--- config.mk ---
export PLATFORM = sky130hd
export DESIGN_NAME = positional_shift_list_unit_flat
export DESIGN_NICKNAME = d
export VERILOG_FILES = /design/src/rtl/psl_pkg.sv /design/src/rtl/psl_if.sv /design/src/rtl/psl_cell.sv /design/src/rtl/positional_shift_list_unit.sv /design/src/flat_wrapper.sv
export SDC_FILE = /design/constraint.sdc
export NUM_CORES = 1
export LEC_CHECK = 0
export BUFFER_PORTS_ARGS = -buffer_cell sky130_fd_sc_hd__buf_4
export CAP_MARGIN = 10
export CORE_MARGIN = 2
export CORE_UTILIZATION = 60
export CTS_CLUSTER_DIAMETER = 50
export DETAILED_ROUTE_END_ITERATION = 8
export PLACE_DENSITY_LB_ADDON = 0.15
export SYNTH_ARGS = -nofsm -noshare
export SYNTH_HDL_FRONTEND = slang
export SYNTH_SLANG_ARGS = --single-unit
export TNS_END_PERCENT = 100
--- constraint.sdc ---
create_clock -name clk_i -period 13.8 [get_ports clk_i]
set_input_delay 0.69 -clock clk_i [delete_from_list [all_inputs] [get_ports clk_i]]
set_output_delay 0.69 -clock clk_i [all_outputs]
set_load 0.01 [all_outputs]
--- src/rtl/psl_pkg.sv ---
package psl_pkg;

  // Storage geometry.
  localparam int DEPTH       = 16;
  localparam int ENTRY_WIDTH = 32;

  // Fixed field widths of the channels.
  localparam int FUNC_W  = 3;
  localparam int POS_W   = 5;
  localparam int DATA_W  = 32;
  localparam int FILL_W  = 5;

  // Derived widths.
  localparam int COUNT_W = $clog2(DEPTH + 1);
  localparam int IDX_W   = (DEPTH > 1) ? $clog2(DEPTH) : 1;
  localparam int CMP_W   = ((POS_W > COUNT_W) ? POS_W : COUNT_W) + 1;

  typedef logic [ENTRY_WIDTH-1:0] entry_t;
  typedef logic [COUNT_W-1:0]     count_t;
  typedef logic [IDX_W-1:0]       idx_t;
  typedef logic [CMP_W-1:0]       cmp_t;

  // Operation codes of the input channel.
  typedef enum logic [FUNC_W-1:0] {
    FUNC_APPEND = 3'd0,
    FUNC_INSERT = 3'd1,
    FUNC_DELETE = 3'd2,
    FUNC_READ   = 3'd3,
    FUNC_CLEAR  = 3'd4
  } func_e;

  // What the cell row does at each clock edge.
  typedef enum logic [1:0] {
    CMD_HOLD   = 2'd0,
    CMD_APPEND = 2'd1,
    CMD_INSERT = 2'd2,
    CMD_DELETE = 2'd3
  } cell_cmd_e;

  // Command broadcast to every cell.
  typedef struct packed {
    cell_cmd_e cmd;
    count_t    target; // 0-based slot that is loaded or removed
    count_t    count;  // fill count before the operation
  } cell_ctrl_t;

  // Keep the low ENTRY_WIDTH bits of an input value.
  function automatic entry_t to_entry(logic [DATA_W-1:0] d);
    entry_t e;
    e = '0;
    for (int b = 0; b < ENTRY_WIDTH; b++) begin
      if (b < DATA_W) begin
        e[b] = d[b];
      end
    end
    return e;
  endfunction

  // Place an entry into the output data field, zero extended.
  function automatic logic [DATA_W-1:0] from_entry(entry_t e);
    logic [DATA_W-1:0] d;
    d = '0;
    for (int b = 0; b < DATA_W; b++) begin
      if (b < ENTRY_WIDTH) begin
        d[b] = e[b];
      end
    end
    return d;
  endfunction

  // Fit the internal count into the fill count field.
  function automatic logic [FILL_W-1:0] to_fill(count_t c);
    logic [FILL_W-1:0] f;
    f = '0;
    for (int b = 0; b < FILL_W; b++) begin
      if (b < COUNT_W) begin
        f[b] = c[b];
      end
    end
    return f;
  endfunction

endpackage

--- src/rtl/psl_if.sv ---
// Request channel: one list operation per transfer.
interface psl_in_if;
  import psl_pkg::*;

  logic               valid;
  logic               ready;
  logic [FUNC_W-1:0]  func;
  logic [POS_W-1:0]   position;
  logic [DATA_W-1:0]  entry_data;

  modport source (output valid, func, position, entry_data, input ready);
  modport sink   (input valid, func, position, entry_data, output ready);
endinterface

// Result channel: one result per request.
interface psl_out_if;
  import psl_pkg::*;

  logic               valid;
  logic               ready;
  logic [DATA_W-1:0]  read_data;
  logic               accepted;
  logic [FILL_W-1:0]  fill_count;

  modport source (output valid, read_data, accepted, fill_count, input ready);
  modport sink   (input valid, read_data, accepted, fill_count, output ready);
endinterface

--- src/rtl/psl_cell.sv ---
// One slot of the list. It loads a new entry, takes its left or right
// neighbor's entry, or holds, as the broadcast command asks.
module psl_cell (
  input  logic                clk_i,
  input  psl_pkg::cell_ctrl_t ctrl_i,
  input  psl_pkg::count_t     slot_i,
  input  psl_pkg::entry_t     new_i,
  input  psl_pkg::entry_t     left_i,
  input  psl_pkg::entry_t     right_i,
  output psl_pkg::entry_t     entry_o
);
  import psl_pkg::*;

  entry_t entry_q, entry_d;
  cmp_t   slot_next;

  assign slot_next = {1'b0, slot_i} + cmp_t'(1);

  // Select the next content of this slot.
  always_comb begin
    entry_d = entry_q;
    case (ctrl_i.cmd)
      CMD_APPEND: begin
        if (slot_i == ctrl_i.target) begin
          entry_d = new_i;
        end
      end
      CMD_INSERT: begin
        if (slot_i == ctrl_i.target) begin
          entry_d = new_i;
        end else if (slot_i > ctrl_i.target && slot_i <= ctrl_i.count) begin
          entry_d = left_i;
        end
      end
      CMD_DELETE: begin
        if (slot_i >= ctrl_i.target && slot_next < {1'b0, ctrl_i.count}) begin
          entry_d = right_i;
        end
      end
      default: begin
        entry_d = entry_q;
      end
    endcase
  end

  // Entry storage; contents are defined only once written.
  always_ff @(posedge clk_i) begin
    entry_q <= entry_d;
  end

  assign entry_o = entry_q;

endmodule

--- src/rtl/positional_shift_list_unit.sv ---
// Channel  Port    Direction  Payload
// -------  ------  ---------  ---------------------------------------
// request  in_i    sink       func, position, entry_data
// result   out_o   source     read_data, accepted, fill_count
//
// The row of cells shifts all entries at once, and the result is registered,
// so a request may follow each cycle while the result side is not stalled.
// A transfer is taken whenever the result register is empty or drains in
// the same cycle; a stalled result holds the request side.
// Reset clears the fill count and the result valid; entries need no reset.
module positional_shift_list_unit (
  input logic clk_i,
  input logic rst_ni,
  psl_in_if.sink    in_i,
  psl_out_if.source out_o
);
  import psl_pkg::*;

  count_t             count_q, count_d;
  logic               out_valid_q;
  logic [DATA_W-1:0]  rdata_q, rdata_d;
  logic               ok_q, ok_d;
  logic [FILL_W-1:0]  fill_q;
  logic               take;
  cell_ctrl_t         ctrl;
  entry_t             new_entry;
  entry_t             entries [DEPTH];
  cmp_t               pos_w, cnt_w, pos_m1;
  logic               not_full, ins_ok, hit_ok;

  assign in_i.ready = !out_valid_q || out_o.ready;
  assign take       = in_i.valid && in_i.ready;
  assign new_entry  = to_entry(in_i.entry_data);

  // Position checks against the current fill count.
  assign pos_w    = cmp_t'(in_i.position);
  assign cnt_w    = cmp_t'(count_q);
  assign pos_m1   = pos_w - cmp_t'(1);
  assign not_full = count_q < count_t'(DEPTH);
  assign ins_ok   = not_full && pos_w >= cmp_t'(1) && pos_w <= cnt_w + cmp_t'(1);
  assign hit_ok   = pos_w >= cmp_t'(1) && pos_w <= cnt_w;

  // Decode the operation into a cell command and a result.
  always_comb begin
    ctrl.cmd    = CMD_HOLD;
    ctrl.target = pos_m1[COUNT_W-1:0];
    ctrl.count  = count_q;
    count_d     = count_q;
    ok_d        = 1'b0;
    rdata_d     = '0;
    case (func_e'(in_i.func))
      FUNC_APPEND: begin
        ctrl.target = count_q;
        if (not_full) begin
          ctrl.cmd = CMD_APPEND;
          count_d  = count_q + count_t'(1);
          ok_d     = 1'b1;
        end
      end
      FUNC_INSERT: begin
        if (ins_ok) begin
          ctrl.cmd = CMD_INSERT;
          count_d  = count_q + count_t'(1);
          ok_d     = 1'b1;
        end
      end
      FUNC_DELETE: begin
        if (hit_ok) begin
          ctrl.cmd = CMD_DELETE;
          count_d  = count_q - count_t'(1);
          ok_d     = 1'b1;
        end
      end
      FUNC_READ: begin
        if (hit_ok) begin
          rdata_d = from_entry(entries[pos_m1[IDX_W-1:0]]);
          ok_d    = 1'b1;
        end
      end
      FUNC_CLEAR: begin
        count_d = '0;
        ok_d    = 1'b1;
      end
      default: begin
        ok_d = 1'b0;
      end
    endcase
    if (!take) begin
      ctrl.cmd = CMD_HOLD;
    end
  end

  // Row of cells, each wired to its neighbors.
  for (genvar g = 0; g < DEPTH; g++) begin : g_cell
    entry_t left, right;
    if (g == 0) begin : g_first
      assign left = '0;
    end else begin : g_left
      assign left = entries[g-1];
    end
    if (g == DEPTH - 1) begin : g_last
      assign right = '0;
    end else begin : g_right
      assign right = entries[g+1];
    end
    psl_cell u_cell (
      .clk_i   (clk_i),
      .ctrl_i  (ctrl),
      .slot_i  (count_t'(g)),
      .new_i   (new_entry),
      .left_i  (left),
      .right_i (right),
      .entry_o (entries[g])
    );
  end

  // Fill count and result valid.
  always_ff @(posedge clk_i or negedge rst_ni) begin
    if (!rst_ni) begin
      count_q     <= '0;
      out_valid_q <= 1'b0;
    end else begin
      if (take) begin
        count_q     <= count_d;
        out_valid_q <= 1'b1;
      end else if (out_o.ready) begin
        out_valid_q <= 1'b0;
      end
    end
  end

  // Result payload.
  always_ff @(posedge clk_i) begin
    if (take) begin
      rdata_q <= rdata_d;
      ok_q    <= ok_d;
      fill_q  <= to_fill(count_d);
    end
  end

  assign out_o.valid      = out_valid_q;
  assign out_o.read_data  = rdata_q;
  assign out_o.accepted   = ok_q;
  assign out_o.fill_count = fill_q;

endmodule

--- src/flat_wrapper.sv ---
// flat-port wrapper written by rule: the top's interface ports become plain ports
module positional_shift_list_unit_flat import psl_pkg::*;
  (clk_i, rst_ni, in_i_valid, in_i_func, in_i_position, in_i_entry_data, in_i_ready, out_o_valid, out_o_read_data, out_o_accepted, out_o_fill_count, out_o_ready);
  psl_in_if in_i_i ();
  psl_out_if out_o_i ();
  input logic clk_i;
  input logic rst_ni;
  input wire logic [$bits(in_i_i.valid)-1:0] in_i_valid;
  input wire logic [$bits(in_i_i.func)-1:0] in_i_func;
  input wire logic [$bits(in_i_i.position)-1:0] in_i_position;
  input wire logic [$bits(in_i_i.entry_data)-1:0] in_i_entry_data;
  output wire logic [$bits(in_i_i.ready)-1:0] in_i_ready;
  output wire logic [$bits(out_o_i.valid)-1:0] out_o_valid;
  output wire logic [$bits(out_o_i.read_data)-1:0] out_o_read_data;
  output wire logic [$bits(out_o_i.accepted)-1:0] out_o_accepted;
  output wire logic [$bits(out_o_i.fill_count)-1:0] out_o_fill_count;
  input wire logic [$bits(out_o_i.ready)-1:0] out_o_ready;
  assign in_i_i.valid = in_i_valid;
  assign in_i_i.func = in_i_func;
  assign in_i_i.position = in_i_position;
  assign in_i_i.entry_data = in_i_entry_data;
  assign in_i_ready = in_i_i.ready;
  assign out_o_valid = out_o_i.valid;
  assign out_o_read_data = out_o_i.read_data;
  assign out_o_accepted = out_o_i.accepted;
  assign out_o_fill_count = out_o_i.fill_count;
  assign out_o_i.ready = out_o_ready;
  positional_shift_list_unit u_core (.clk_i(clk_i), .rst_ni(rst_ni), .in_i(in_i_i), .out_o(out_o_i));
endmodule
==> flow_summary.ini, run 1 <==
[status]
status = finished, final reports clean

[detailed_routing]
vias = 25300
antenna_left = 0
first_iter_violations = 4563
wire_per_inst_microns = 34.5
drt_pass1_iterations = 6
wl_microns = 107000
drc = 0
post_drt_via_cell_ratio = 8.17

[global_routing]
grt_usage = 0.391
antenna_found_initial = 2
grt_pass1_wl_microns = 157000
grt_pass1_vias = 24800
grt_max_degree = 109
gr-total-overflow = 0

[worst_setup_path]
critPathCapture = u_core.g_cell[14].u_cell.entry_o[15]
r2r_end = u_core.g_cell[14].u_cell.entry_o[15]
r2r_cells = 11
cp-start-kind = flip-flop
worst_ep_arrival_time_ns = 6.73
rrSetupSlack_ns = 7.39
reg2reg_from = u_core.count_q[4]
crit_type = flip-flop to flip-flop
crit_required_ns = 14.11
path_max_fanout = 102
end_kind = flip-flop
worstSetupStartpoint = u_core.count_q[4]

[floorplanning]
core_sq_um = 51400
die_w_microns = 232
die_h_microns = 232
ios = 84
rows = 83
start_util = 0.609
die_area_sq_um = 54000

[sta]
maxSlewViolCount = 0
setup_viol = 0
slew_headroom = 0.138
rsz0062_at_grt = no
worstMarginPinSlew_ns = 1.29
post-route-period-util = 0.465
finalCriticalPeriod_ns = 6.41
hold_viol_final = 0
skew_ns = 0.0244
fmax_ghz = 0.156
final.setup.tns_ns = 0

[power]
combPwrFrac = 0.221
p_sw_frac = 0.305
ir_drop_uv = 102
power_frac_seq = 0.444
power_mw = 4.61
power_density_nw_per_um2 = 135
p_clk_frac = 0.335
p_leak_nw = 11.1
p_sw_mw = 1.40
power.internal_mw = 3.21

[synth]
synth.distinct_cells = 76
syn_inst = 2456
syn_nets = 2519
synth_area_per_cell_sq_um = 12.7
async_flop_share = 0.0108
ys_ff_latch = 556
synth_warnings = 0
yosysSeqAreaShare = 0.533
synth_edf_count = 550
ys_dominant_reg_cell = edfxtp_1
synth.cell_area_sq_um = 31300

[placement]
gp_congestion = 0.931
port_buffers = 83
hpwl_microns = 55900

[clock_tree]
clkTransAtPathRegs_ns = 0.06
cts-htree-levels = 2
cts-buffers-inserted = 59
cts_tree = done
clock-sinks = 556
cts_setup_buffers = 0
cts_buffer_depth = 3
clkLatencyLatePin_ns = 0.65
cts-root-buf = clkbuf_16

[cells_and_area]
layout.nets = 2428
final_core_util = 0.665
area_growth_pct = 9.32
drive_above_1_share = 0.185
fill_cells = 3782

[hold_path]
holdCritPathClass = input pin to flip-flop
min_from = in_i_valid

[flow_run]
max_cap_viol_count = 0
[synthesized netlist by cell type, drive strengths merged, types with 4 or more instances]
master,n,area share
a31oi,40,0.0092
a211oi,7,0.0021
or3,8,0.0016
nor3,19,0.0032
a2bb2oi,345,0.097
nand2,92,0.011
o211ai,4,0.00096
o31ai,32,0.0077
nand3,17,0.0027
clkbuf,144,0.017
ha,19,0.0076
nor2,67,0.0083
a311oi,7,0.0020
o21ai,38,0.0063
a22o,34,0.0095
a21oi,101,0.017
edfxtp,550,0.53
xnor2,6,0.0017
inv,44,0.0053
a21o,5,0.0012
o2bb2a,9,0.0029
mux4,160,0.12
o22ai,449,0.090
and2,6,0.0012
o21a,4,0.00096
dfrtp,6,0.0048
nand2b,6,0.0012
a221oi,4,0.0011
nor2b,36,0.0072
buf,153,0.024
[sequential cells by signal (all words and copies together) (netlist names)]
name / flops
u_core.out_o.read_data: 32
u_core.count_q: 5
u_core.out_o.valid: 1
u_core.out_o.fill_count: 5
u_core.g_cell.u_cell.entry_o: 512
u_core.out_o.accepted: 1
[final cells by class]
cell class	instances	area, sq um	area share
sequential	556	16700	0.487
multi-input combinational	1559	13600	0.398
clock buffer	75	1540	0.0449
timing repair buffer	145	1100	0.0321
tap	680	851	0.0249
clock inverter	31	272	0.00794
inverter	44	165	0.00483
antenna	1	2.50	0.0000731
[placed cells by master (no fill, tap or decap), types with 32 or more instances in the layout]
cell / n
o22ai_1: 449
edfxtp_1: 550
a22o_1: 34
inv_1: 42
a31oi_1: 33
a21oi_1: 96
a2bb2oi_1: 345
nor2b_1: 36
clkbuf_16: 59
nand2_1: 81
mux4_2: 160
nor2_1: 62
buf_4: 143
o21ai_0: 33
o31ai_1: 32
[layer usage]
metal / vias up / track usage / share of wire
li1: 10200 / - / -
met1: 12300 / 0.531 / 0.36
met2: 2321 / 0.600 / 0.45
met3: 386 / 0.0944 / 0.14
met4: 4 / 0.177 / 0.049
met5: - / 0 / 0.00026
[logic make-up (layout without fill, tap and decap cells)]
logic type                 Yosys count  after routing  synth area share
and+or+nand+nor                    269            269            0.0408
AOI/OAI and AO/OA                 1102           1102             0.255
xor gates and xnor gates             7              7           0.00196
other                                0              1                 0
DFF                                556            556             0.533
buffers and inverters              341            295            0.0465
adders and majority gates           19             19           0.00760
muxes                              162            162             0.116
[critical path, stage by stage, from the launching register on]
cell and delay [ns]:
dfrtp_1 0.76, inv_1 0.49, ha_1 0.46, nand3_1 0.10, o21bai_1 0.18, a31o_2 0.32, a31oi_4 0.14, buf_4 0.85
buf_4 1.02, nand2_2 1.09, o22ai_1 0.44, a2bb2oi_1 0.13
[timing repair]
action,in CTS,in global routing
hold buffers,1,0
hold endpoints to repair,6,0
resized for setup,0,0
[power by group through the flow]
| stage | clock network, mW | registers, mW | logic [mW] |
|---|---|---|---|
| after global routing | 1.61 | 2.05 | 1.06 |
| after detailed placement | 0 | 2.08 | 0.983 |
| final | 1.54 | 2.05 | 1.02 |
| after floorplan | 0 | 2.06 | 0.680 |
| after global placement | 0 | 2.07 | 0.968 |
| after CTS | 1.55 | 2.04 | 0.986 |
[stage by stage]
stage	area, sq um	cells	hold WS [ns]	setup slack, ns
floorplan	31300	2456	0.394	7.31
global placement	32400	2982	0.506	7.71
detailed placement	32400	2982	0.510	7.56
CTS	34200	3089	0.246	7.64
global route	34200	3090	0.255	7.14
finish	34200	3091	0.258	7.39
[how the worst min path moves through the flow]
| stage | end | slack, ns | depth (start not counted) |
|---|---|---|---|
| 2_1_floorplan | u_core.count_q[0] | 0.39 | 0 |
| 6_report | u_core.out_o.valid | 0.26 | 2 |
| 3_5_place_dp | u_core.count_q[0] | 0.51 | 1 |
| 4_1_cts | u_core.out_o.valid | 0.25 | 2 |
| 5_1_grt | u_core.out_o.valid | 0.26 | 2 |
| 3_3_place_gp | u_core.count_q[0] | 0.51 | 1 |
Power figures use the tool's default switching activity.
==> run 2, diff against run 1 <==
Clock period 13.8 ns to 6.5 ns, I/O delays scaled along.
==> run 2 against run 1 <==
Effect of this change:
- setup slack worse by 5.7 ns
- cell count up 0.74%
- routed wire length is 2.0% lower
- non-clock buffer count is 12 higher
- via count is 0.28% higher
- critical path depth did not move
- combinational power grew 110%
- cell area up 1.3%
- global-route usage decreased by 0.68 points
- clock skew shrank 0.0047 ns
- total power rose by 120%
- first-iteration DRC count down 0.50%
- critical path type unchanged
- largest power group unchanged
==> flow_summary.ini, run 2 (synthesis results as in run 1) <==
[status]
status = finished, final reports clean

[sta]
skew_ns = 0.0198
hold_viol_final = 0
rsz0062_at_grt = no
maxSlewViolCount = 0
setup_viol = 0
final.setup.tns_ns = 0
worstMarginPinSlew_ns = 1.32
post-route-period-util = 0.739
slew_headroom = 0.120
finalCriticalPeriod_ns = 4.80
timing.hold.ws_ns = 0.0470
fmax_ghz = 0.208

[cells_and_area]
final_common_cell = edfxtp_1
design_area_sq_um = 34700
largest_reg_flops = 512
final_cell_mix = edfxtp_1, o22ai_1, a2bb2oi_1
layout.nets = 2447
final_core_util = 0.674
fin_cells = 3114
area_growth_pct = 10.8
drive_above_1_share = 0.195

[power]
power_density_nw_per_um2 = 294
ir_drop_uv = 262
p_leak_nw = 11.3

[detailed_routing]
wire_per_inst_microns = 33.6
antenna_left = 0
post_drt_via_cell_ratio = 8.13
drt_pass1_iterations = 8
first_iter_violations = 4540
wl_microns = 105000
vias = 25300
drc = 0

[clock_tree]
cts-root-buf = clkbuf_16
cts_buffer_depth = 3
post_cts_resized = 0
cts-buffers-inserted = 66
cts_tree = done
clkLatencyLatePin_ns = 0.61
cts-htree-levels = 3
clkTransAtPathRegs_ns = 0.06
clock-sinks = 556

[floorplanning]
rows = 83
die_w_microns = 232
die_h_microns = 232
core_sq_um = 51400
ios = 84
start_util = 0.609
die_area_sq_um = 54000

[global_routing]
antenna_found_initial = 5
grt_pass1_vias = 24400
grt_usage = 0.384
grt_max_degree = 243
grt_pass1_wl_microns = 154000
gr-total-overflow = 0

[placement]
dp_cells = 2994
placed_cell_area_sq_um = 32500
hpwl_microns = 57700
gp_congestion = 0.975
port_buffers = 83

[worst_setup_path]
path_max_fanout = 238
crit_required_ns = 6.85
crit_type = flip-flop to flip-flop
rrSetupSlack_ns = 1.70
critPathCapture = u_core.g_cell[13].u_cell.entry_o[30]
reg2reg_from = u_core.count_q[4]
worst_ep_arrival_time_ns = 5.15
r2r_end = u_core.g_cell[13].u_cell.entry_o[30]
end_kind = flip-flop
r2r_cells = 11
cp-start-kind = flip-flop
worstSetupStartpoint = u_core.count_q[4]

[flow_run]
max_cap_viol_count = 0

[hold_path]
holdCritPathClass = input pin to flip-flop
run 2: critical path: stages, from the launching register on:
cell and delay (ns):
dfrtp_1 0.81, inv_1 0.09, buf_4 0.23, ha_1 0.33
nand3_1 0.10, o21bai_1 0.18, a31o_2 0.33, a31oi_4 0.70
buf_12 0.83, a21oi_4 0.07, buf_4 0.38, o2bb2a_1 0.37
run 2: layer usage:
metal,track usage,share of wire,vias to the layer above
li1,-,-,10200
met1,0.524,0.36,12400
met2,0.578,0.46,2275
met3,0.101,0.14,411
met4,0.180,0.048,6
met5,0,0.00032,-
run 2: worst min-delay path by stage:
| stage | startpoint | end | slack, ns | cells past startpoint |
|---|---|---|---|---|
| 2_1_floorplan | rst_ni | u_core.count_q[0] | 0.03 | 0 |
| 3_3_place_gp | rst_ni | u_core.count_q[2] | 0.15 | 1 |
| 3_5_place_dp | rst_ni | u_core.count_q[2] | 0.15 | 1 |
| 4_1_cts | out_o_ready | u_core.out_o.valid | 0.03 | 3 |
| 5_1_grt | out_o_ready | u_core.out_o.valid | 0.07 | 3 |
| 6_report | out_o_ready | u_core.out_o.valid | 0.05 | 3 |
run 2: what timing repair did:
action,CTS,global route
hold buffers,2,0
endpoints found under the hold margin,7,0
setup buffers,0,0
run 2: report_power, final:
part	internal (mW)	switching, mW
clock	2.16	1.51
sequential	4.20	0.139
combinational	0.801	1.38
total	7.16	3.02
run 2: final cells by class:
type                            count  area [sq um]
Antenna cell                        2          5.00
Clock buffer                       86          1830
Clock inverter                     30           273
Fill cell                        3730         16700
Inverter                           44           165
Multi-Input combinational cell   1559         13600
Sequential cell                   556         16700
Tap cell                          680           851
Timing Repair Buffer              157          1250
run 2: stage by stage:
| step | power (mW) | worst slack, ns |
|---|---|---|
| global route | 10.4 | 1.58 |
| detailed placement | 6.51 | 1.86 |
| finish | 10.2 | 1.70 |
| global placement | 6.46 | 1.92 |
| floorplan | 5.81 | 0.00792 |
| CTS | 10.1 | 1.81 |
